File: src/rtl/tbr_pkg.sv
package tbr_pkg;

    localparam int unsigned REQ_W     = 2;
    localparam int unsigned BYTE_W    = 8;
    localparam int unsigned BITCNT_W  = 4;
    localparam int unsigned CFG_IDX_W = 2;

    localparam logic [REQ_W-1:0] REQ_TICK = 2'd0;
    localparam logic [REQ_W-1:0] REQ_SYNC = 2'd1;
    localparam logic [REQ_W-1:0] REQ_NEXT = 2'd2;

    localparam logic [CFG_IDX_W-1:0] CFG_SYNC_BYTE  = 2'd0;
    localparam logic [CFG_IDX_W-1:0] CFG_READ_DELAY = 2'd1;

    localparam logic [BYTE_W-1:0]   SYNC_BYTE_RESET  = 8'd230;
    localparam logic [BYTE_W-1:0]   READ_DELAY_RESET = 8'd75;
    localparam logic [BITCNT_W-1:0] BITS_PER_BYTE    = 4'd8;

    typedef enum logic [1:0] {
        PH_IDLE  = 2'd0,
        PH_EDGE  = 2'd1,
        PH_DELAY = 2'd2
    } phase_t;

    typedef struct packed {
        logic [REQ_W-1:0] req_type;
        logic             tape_level;
    } item_t;

    typedef struct packed {
        logic [BYTE_W-1:0] data_byte;
        logic              inverted;
    } result_t;

    typedef struct packed {
        logic [BYTE_W-1:0] sync_byte;
        logic [BYTE_W-1:0] read_delay;
    } cfg_t;

endpackage

File: src/rtl/tbr_ifs.sv
interface tbr_item_if;
    logic                      valid;
    logic                      ready;
    logic [tbr_pkg::REQ_W-1:0] req_type;
    logic                      tape_level;

    modport source (output valid, output req_type, output tape_level, input ready);
    modport sink   (input valid, input req_type, input tape_level, output ready);
endinterface

interface tbr_result_if;
    logic                       valid;
    logic                       ready;
    logic [tbr_pkg::BYTE_W-1:0] data_byte;
    logic                       inverted;

    modport source (output valid, output data_byte, output inverted, input ready);
    modport sink   (input valid, input data_byte, input inverted, output ready);
endinterface

interface tbr_cfg_if;
    logic                          valid;
    logic                          ready;
    logic [tbr_pkg::CFG_IDX_W-1:0] index;
    logic [tbr_pkg::BYTE_W-1:0]    data;

    modport source (output valid, output index, output data, input ready);
    modport sink   (input valid, input index, input data, output ready);
endinterface

File: src/rtl/tbr_cfg_regs.sv
module tbr_cfg_regs (
    input  logic          clk,
    input  logic          rst_n,
    tbr_cfg_if.sink       cfg,
    output tbr_pkg::cfg_t cfg_vals
);
    import tbr_pkg::*;

    logic [BYTE_W-1:0] sync_byte_reg;
    logic [BYTE_W-1:0] read_delay_reg;

    assign cfg.ready = 1'b1;

    // writes to unknown indexes are dropped
    always_ff @(posedge clk or negedge rst_n)
    begin
        if (!rst_n)
        begin
            sync_byte_reg  <= SYNC_BYTE_RESET;
            read_delay_reg <= READ_DELAY_RESET;
        end
        else if (cfg.valid)
        begin
            if (cfg.index == CFG_SYNC_BYTE)
                sync_byte_reg <= cfg.data;
            if (cfg.index == CFG_READ_DELAY)
                read_delay_reg <= cfg.data;
        end
    end

    assign cfg_vals.sync_byte  = sync_byte_reg;
    assign cfg_vals.read_delay = read_delay_reg;

endmodule

File: src/rtl/tbr_in_stage.sv
module tbr_in_stage (
    input  logic           clk,
    input  logic           rst_n,
    tbr_item_if.sink       item,
    input  logic           take,
    output logic           held,
    output tbr_pkg::item_t held_item
);
    import tbr_pkg::*;

    logic  valid_reg;
    item_t item_reg;

    assign item.ready = !valid_reg || take;

    always_ff @(posedge clk or negedge rst_n)
    begin
        if (!rst_n)
            valid_reg <= 1'b0;
        else if (item.ready)
            valid_reg <= item.valid;
    end

    always_ff @(posedge clk)
    begin
        if (item.ready && item.valid)
        begin
            item_reg.req_type   <= item.req_type;
            item_reg.tape_level <= item.tape_level;
        end
    end

    assign held      = valid_reg;
    assign held_item = item_reg;

endmodule

File: src/rtl/tbr_core.sv
module tbr_core (
    input  logic             clk,
    input  logic             rst_n,
    input  logic             step,
    input  tbr_pkg::item_t   cur,
    input  tbr_pkg::cfg_t    cfg_vals,
    output logic             emit,
    output tbr_pkg::result_t res
);
    import tbr_pkg::*;

    phase_t              phase_reg,      phase_next;
    logic [BYTE_W-1:0]   shift_reg,      shift_next;
    logic                ref_level_reg,  ref_level_next;
    logic [BYTE_W-1:0]   delay_reg,      delay_next;
    logic [BITCNT_W-1:0] bits_reg,       bits_next;
    logic                searching_reg,  searching_next;
    logic                polarity_reg,   polarity_next;
    logic [BYTE_W-1:0]   delay_dec;
    logic [BITCNT_W-1:0] bits_dec;

    always_ff @(posedge clk or negedge rst_n)
    begin
        if (!rst_n)
        begin
            phase_reg     <= PH_IDLE;
            shift_reg     <= '0;
            ref_level_reg <= 1'b0;
            delay_reg     <= '0;
            bits_reg      <= '0;
            searching_reg <= 1'b0;
            polarity_reg  <= 1'b0;
        end
        else if (step)
        begin
            phase_reg     <= phase_next;
            shift_reg     <= shift_next;
            ref_level_reg <= ref_level_next;
            delay_reg     <= delay_next;
            bits_reg      <= bits_next;
            searching_reg <= searching_next;
            polarity_reg  <= polarity_next;
        end
    end

    assign delay_dec = delay_reg - 1'b1;
    assign bits_dec  = bits_reg - 1'b1;

    always_comb
    begin
        phase_next     = phase_reg;
        shift_next     = shift_reg;
        ref_level_next = ref_level_reg;
        delay_next     = delay_reg;
        bits_next      = bits_reg;
        searching_next = searching_reg;
        polarity_next  = polarity_reg;
        emit           = 1'b0;

        if (cur.req_type inside {REQ_SYNC, REQ_NEXT})
        begin
            // restart the read, even mid-byte
            shift_next     = '0;
            ref_level_next = cur.tape_level;
            searching_next = (cur.req_type == REQ_SYNC);
            bits_next      = BITS_PER_BYTE;
            delay_next     = '0;
            phase_next     = PH_EDGE;
        end
        else
        begin
            case (phase_reg)
                PH_IDLE:
                begin
                    phase_next = PH_IDLE;
                end
                PH_EDGE:
                begin
                    if (cur.tape_level != ref_level_reg)
                    begin
                        shift_next = {shift_reg[BYTE_W-2:0], cur.tape_level};
                        delay_next = cfg_vals.read_delay;
                        phase_next = PH_DELAY;
                    end
                end
                PH_DELAY:
                begin
                    delay_next = delay_dec;
                    if (delay_dec == '0)
                    begin
                        ref_level_next = cur.tape_level;
                        phase_next     = PH_EDGE;
                        if (searching_reg)
                        begin
                            if (shift_reg == cfg_vals.sync_byte)
                            begin
                                polarity_next  = 1'b0;
                                searching_next = 1'b0;
                                bits_next      = BITS_PER_BYTE;
                            end
                            else if (shift_reg == ~cfg_vals.sync_byte)
                            begin
                                polarity_next  = 1'b1;
                                searching_next = 1'b0;
                                bits_next      = BITS_PER_BYTE;
                            end
                        end
                        else
                        begin
                            bits_next = bits_dec;
                            if (bits_dec == '0)
                            begin
                                phase_next = PH_IDLE;
                                emit       = 1'b1;
                            end
                        end
                    end
                end
                default:
                begin
                    phase_next = PH_IDLE;
                end
            endcase
        end
    end

    assign res.data_byte = shift_reg ^ {BYTE_W{polarity_reg}};
    assign res.inverted  = polarity_reg;

endmodule

File: src/rtl/tbr_out_stage.sv
module tbr_out_stage (
    input  logic             clk,
    input  logic             rst_n,
    input  logic             load,
    input  tbr_pkg::result_t res,
    output logic             free,
    tbr_result_if.source     result
);
    import tbr_pkg::*;

    logic    valid_reg;
    result_t res_reg;

    assign free = !valid_reg || result.ready;

    always_ff @(posedge clk or negedge rst_n)
    begin
        if (!rst_n)
            valid_reg <= 1'b0;
        else if (load)
            valid_reg <= 1'b1;
        else if (result.ready)
            valid_reg <= 1'b0;
    end

    always_ff @(posedge clk)
    begin
        if (load)
            res_reg <= res;
    end

    assign result.valid     = valid_reg;
    assign result.data_byte = res_reg.data_byte;
    assign result.inverted  = res_reg.inverted;

endmodule

File: src/rtl/biphase_tape_byte_receiver.sv
// Channel   Role    Payload
// item      sink    req_type, tape_level (one tick sample or start request)
// result    source  data_byte, inverted (one per completed byte)
// cfg       sink    index, data (0 sync byte, 1 read delay; always ready)
//
// One request a cycle unless a completed byte waits: a request is registered,
// and the decoder state and result register are then updated from it as it leaves the input register.
// Reset clears the decoder to idle and loads sync byte 230, read delay 75.
// A request that completes a byte waits in the input register only while a
// previous byte is still held in the result register; all others proceed.
module biphase_tape_byte_receiver (
    input  logic         clk,
    input  logic         rst_n,
    tbr_item_if.sink     item,
    tbr_result_if.source result,
    tbr_cfg_if.sink      cfg
);
    import tbr_pkg::*;

    cfg_t    cfg_vals;
    item_t   cur;
    result_t res;
    logic    held;
    logic    emit;
    logic    out_free;
    logic    step;

    // advance unless a byte would overwrite one not yet taken
    assign step = held && (!emit || out_free);

    tbr_cfg_regs u_cfg (
        .clk      (clk),
        .rst_n    (rst_n),
        .cfg      (cfg),
        .cfg_vals (cfg_vals)
    );

    tbr_in_stage u_in (
        .clk       (clk),
        .rst_n     (rst_n),
        .item      (item),
        .take      (step),
        .held      (held),
        .held_item (cur)
    );

    tbr_core u_core (
        .clk      (clk),
        .rst_n    (rst_n),
        .step     (step),
        .cur      (cur),
        .cfg_vals (cfg_vals),
        .emit     (emit),
        .res      (res)
    );

    tbr_out_stage u_out (
        .clk    (clk),
        .rst_n  (rst_n),
        .load   (step && emit),
        .res    (res),
        .free   (out_free),
        .result (result)
    );

endmodule

File: src/flat_wrapper.sv
// flat-port wrapper written by rule: the top's interface ports become plain ports
module biphase_tape_byte_receiver_flat import tbr_pkg::*;
  (clk, rst_n, item_valid, item_req_type, item_tape_level, item_ready, result_valid, result_data_byte, result_inverted, result_ready, cfg_valid, cfg_index, cfg_data, cfg_ready);
  tbr_item_if item_i ();
  tbr_result_if result_i ();
  tbr_cfg_if cfg_i ();
  input  logic clk;
  input  logic rst_n;
  input wire logic [$bits(item_i.valid)-1:0] item_valid;
  input wire logic [$bits(item_i.req_type)-1:0] item_req_type;
  input wire logic [$bits(item_i.tape_level)-1:0] item_tape_level;
  output wire logic [$bits(item_i.ready)-1:0] item_ready;
  output wire logic [$bits(result_i.valid)-1:0] result_valid;
  output wire logic [$bits(result_i.data_byte)-1:0] result_data_byte;
  output wire logic [$bits(result_i.inverted)-1:0] result_inverted;
  input wire logic [$bits(result_i.ready)-1:0] result_ready;
  input wire logic [$bits(cfg_i.valid)-1:0] cfg_valid;
  input wire logic [$bits(cfg_i.index)-1:0] cfg_index;
  input wire logic [$bits(cfg_i.data)-1:0] cfg_data;
  output wire logic [$bits(cfg_i.ready)-1:0] cfg_ready;
  assign item_i.valid = item_valid;
  assign item_i.req_type = item_req_type;
  assign item_i.tape_level = item_tape_level;
  assign item_ready = item_i.ready;
  assign result_valid = result_i.valid;
  assign result_data_byte = result_i.data_byte;
  assign result_inverted = result_i.inverted;
  assign result_i.ready = result_ready;
  assign cfg_i.valid = cfg_valid;
  assign cfg_i.index = cfg_index;
  assign cfg_i.data = cfg_data;
  assign cfg_ready = cfg_i.ready;
  biphase_tape_byte_receiver u_core (.clk(clk), .rst_n(rst_n), .item(item_i), .result(result_i), .cfg(cfg_i));
endmodule
File: config.mk
export PLATFORM = sky130hd
export DESIGN_NAME = biphase_tape_byte_receiver_flat
export DESIGN_NICKNAME = d
export VERILOG_FILES = /design/src/rtl/tbr_pkg.sv /design/src/rtl/tbr_ifs.sv /design/src/rtl/tbr_cfg_regs.sv /design/src/rtl/tbr_in_stage.sv /design/src/rtl/tbr_core.sv /design/src/rtl/tbr_out_stage.sv /design/src/rtl/biphase_tape_byte_receiver.sv /design/src/flat_wrapper.sv
export SDC_FILE = /design/constraint.sdc
export NUM_CORES = 1
export LEC_CHECK = 0
export ABC_AREA = 1
export ABC_CLOCK_PERIOD_IN_PS = 4400
export CAP_MARGIN = 15
export CORE_UTILIZATION = 66
export DETAILED_ROUTE_END_ITERATION = 10
export DONT_BUFFER_PORTS = 1
export PLACE_DENSITY = 0.82
export SYNTH_ARGS = -nofsm -noshare
export SYNTH_HDL_FRONTEND = slang
export SYNTH_SLANG_ARGS = --single-unit
File: constraint.sdc
create_clock -name clk -period 4.4 [get_ports clk]
set_input_delay 0 -clock clk [delete_from_list [all_inputs] [get_ports clk]]
set_output_delay 0 -clock clk [all_outputs]
set_load 0.02 [all_outputs]
==> qor.yml <==
critical_path:
  startpoint: "u_core.u_in.held_item[1]"
  worst_setup_path_end_kind: "flip-flop"
  worst-path-buf-inv: 0
  crit_family: "simple AND/OR/NAND/NOR gates"
  cp.required_ns: 4.35
  r2r_start: "u_core.u_in.held_item[1]"
  worstPathCellList: "ha_1 > nand2_1 > nor3_2 > nand3_1 > nor2_1"
  critPathMaxFanout: 25
  crit_arrival_ns: 2.56
  r2r_end: "u_core.u_out.result.data_byte[6]"
  critPathCapture: "u_core.u_out.result.data_byte[6]"
  r2r_slack_ns: 1.80
  critical_path_class: "reg2reg"
  cp.depth: 5
  critPathLaunchType: "flip-flop"
  reg2regPathDepth: 5
  slowest_stage: "ha_1"
  max_stage_delay_ns: 0.77
power_and_ir_drop:
  p_clk_share_pct: 17.0
  switchingPower_mw: 0.693
  internal-power_mw: 0.989
  powerDensity_nw_per_um2: 510
  swShare_pct: 41.2
  p_leak_nw: 1.63
  ir_worst_vdd_mv: 0.346
  comb_power_share_pct: 39.0
  p_seq_share_pct: 44.0
clock_tree:
  post_cts_resized: 0
  post-cts-setup-buffers: 0
  cts_htree_levels: 2
  cts_root_buffer: "clkbuf_8"
  cts_tree: "done"
  cts.sinks: 55
  cts_buffers: 5
  insertion_delay_ns: 0.31
  clockBufferDepth: 2
  path_clk_slew_ns: 0.10
sta:
  max_slew_margin_pct: 52.1
  period_share_pct: 59.2
  fin_tns_setup_ns: 0
  setup_viol: 0
  period_minus_slack_ns: 2.60
  worst_pin_slew_ns: 0.719
  max_clock_freq_ghz: 0.384
  finClkSkew_ns: 0.00350
  report.final.slew_viol_count: 0
  hold_viol_final: 0
  rsz0062_at_grt: "no"
  whs_ns: 0.0888
route:
  top_layer: "met4"
  drt_iter0_markers: 152
  drt_wl_total_mm: 5.45
  viasPerCell: 5.29
  wl_met3_um: 137
  wl_met2_mm: 2.63
  ant_nets: 0
  first_pass_iters: 4
  routedWlPerCell_um: 12.3
  drt-met1-wl_mm: 2.62
  vias: 2356
  drc: 0
synth:
  ys_ff_latch: 55
  ys_async_sr_fraction_pct: 78.2
  avgSynthCellArea_um2: 7.98
  yosys_warnings: 0
  synthesis.nets: 403
  synth_most_common_cell: "nand2_1"
  ys.flop_type: "dfrtp_1"
  yosysTopAreaCell: "dfrtp_1"
  synth_edf_count: 12
  synth_area_leaders: "dfrtp_1 (28%), nand2_1 (16%), edfxtp_1 (12%)"
  syn_inst: 380
  yosysUniqueCellTypes: 32
  synth.yosys.seq_area_share_pct: 47.8
  synthTopCellsByCount: "nand2_1 (128), inv_1 (50), dfrtp_1 (34)"
  synth_top_area_share_pct: 28.1
  synth_area_um2: 3030
cells_and_area:
  synthToLayoutAreaGrowth_pct: 8.67
  multi_input_area_um2: 1330
  final_nets: 415
  layout-drive-gt1-share_pct: 9.16
  diodes: 0
  fillers: 332
  register_area_um2: 1450
hold_path:
  worst_hold_path_type: "in2reg"
  hold_path_depth: 5
global_routing:
  grt_pass1_vias: 2213
  antenna_found_initial: 0
  grt_overflow: 0
  grt_first_pass_wirelength_mm: 9.54
  grt_max_degree: 44
  grt_util_all_layers_pct: 24.5
run_status:
  status: "complete, no violations"
die:
  num_rows: 24
  die_h_um: 69.8
  core-area_um2: 4380
  chipWidth_um: 69.8
  initial_core_util_pct: 69.1
  die_area_um2: 4870
  ios: 30
placement:
  io_buffers: 0
  post-dp-hpwl_mm: 3.88
  gp_congestion: 0.830
job:
  max_cap_violations: 0
## worst min path at each step
stage / startpoint / end / slack [ns]
2_1_floorplan: rst_n / u_core.u_cfg.read_delay_reg[2] / -0.30
3_3_place_gp: rst_n / u_core.u_core.bits_reg[1] / -0.29
3_5_place_dp: rst_n / u_core.u_core.bits_reg[1] / -0.29
4_1_cts: result_ready / u_core.u_core.polarity_reg / 0.08
5_1_grt: result_ready / u_core.u_core.polarity_reg / 0.13
6_report: result_ready / u_core.u_core.polarity_reg / 0.09
## routing by layer
layer	track usage, %	up-vias
met1	33.1	1097
li1	-	1212
met4	6.44	0
met3	4.51	7
met2	40.7	40
met5	0	-
## cell families (layout without fill, tap and decap cells)
| family | Yosys count | after routing | share of synthesized area, % |
|---|---|---|---|
| compound gates | 41 | 41 | 7.30 |
| xor+xnor | 18 | 18 | 5.20 |
| fa+ha+maj | 5 | 5 | 2.06 |
| buf+inv | 62 | 75 | 8.30 |
| flops | 55 | 55 | 47.8 |
| other cells | 1 | 1 | 0.124 |
| simple gates | 198 | 198 | 29.3 |
## repair_timing
item / CTS / global route
endpoints found under the hold margin: 64 / 0
hold buffers: 15 / 0
setup endpoints to repair: 0 / 0
## area by class of cell
class / count / area share [%]
Tap cell: 52 / 1.97
Multi-Input combinational cell: 263 / 40.4
Sequential cell: 55 / 43.9
Inverter: 52 / 5.92
Timing Repair Buffer: 15 / 4.86
Clock buffer: 5 / 2.09
Clock inverter: 3 / 0.760
## placed cells by master (no fill, tap or decap)
cell type	count
conb_1	1
o21ai_1	4
dfrtp_1	34
nor2_2	3
nor2_1	27
nand4_4	1
o21ai_0	29
nand3b_1	7
clkinvlp_4	1
dfstp_2	9
nand4_1	5
a21oi_1	2
dlygate4sd3_1	14
nand2_4	1
nor2_4	4
edfxtp_1	12
o22ai_1	1
nand2_1	128
a31oi_1	2
nand3_2	1
inv_1	50
xor2_1	14
clkbuf_8	5
o211ai_1	2
xnor2_1	4
nand3_1	16
buf_12	1
nor3_2	1
inv_6	2
ha_1	5
a31oi_2	1
nand2_2	4
inv_2	2
## worst register-to-register path, cell delays in order, from the launching register on
cell and delay, ns:
edfxtp_1 0.39, ha_1 0.77, nand2_1 0.15, nor3_2 0.28, nand3_1 0.14, nor2_1 0.52
## stage by stage
step / instance area (um2) / total power, mW / cells / worst slack, ns / util (%)
final: 3290 / 1.68 / 445 / 1.80 / 75.1
after global placement: 3040 / 1.36 / 422 / 1.87 / 69.3
after global routing: 3290 / 1.82 / 445 / 1.63 / 75.1
after floorplan: 3030 / 1.26 / 380 / 2.25 / -
after detailed placement: 3040 / 1.38 / 422 / 1.81 / 69.3
after CTS: 3290 / 1.69 / 445 / 1.80 / 75.1
## power by group through the flow
stage	clock network, mW	registers (mW)	logic, mW
6_report	0.287	0.740	0.655
5_1_grt	0.307	0.759	0.757
2_1_floorplan	0	0.721	0.543
3_5_place_dp	0	0.748	0.634
3_3_place_gp	0	0.747	0.614
4_1_cts	0.292	0.739	0.657
(Power assumes the default switching activity.)
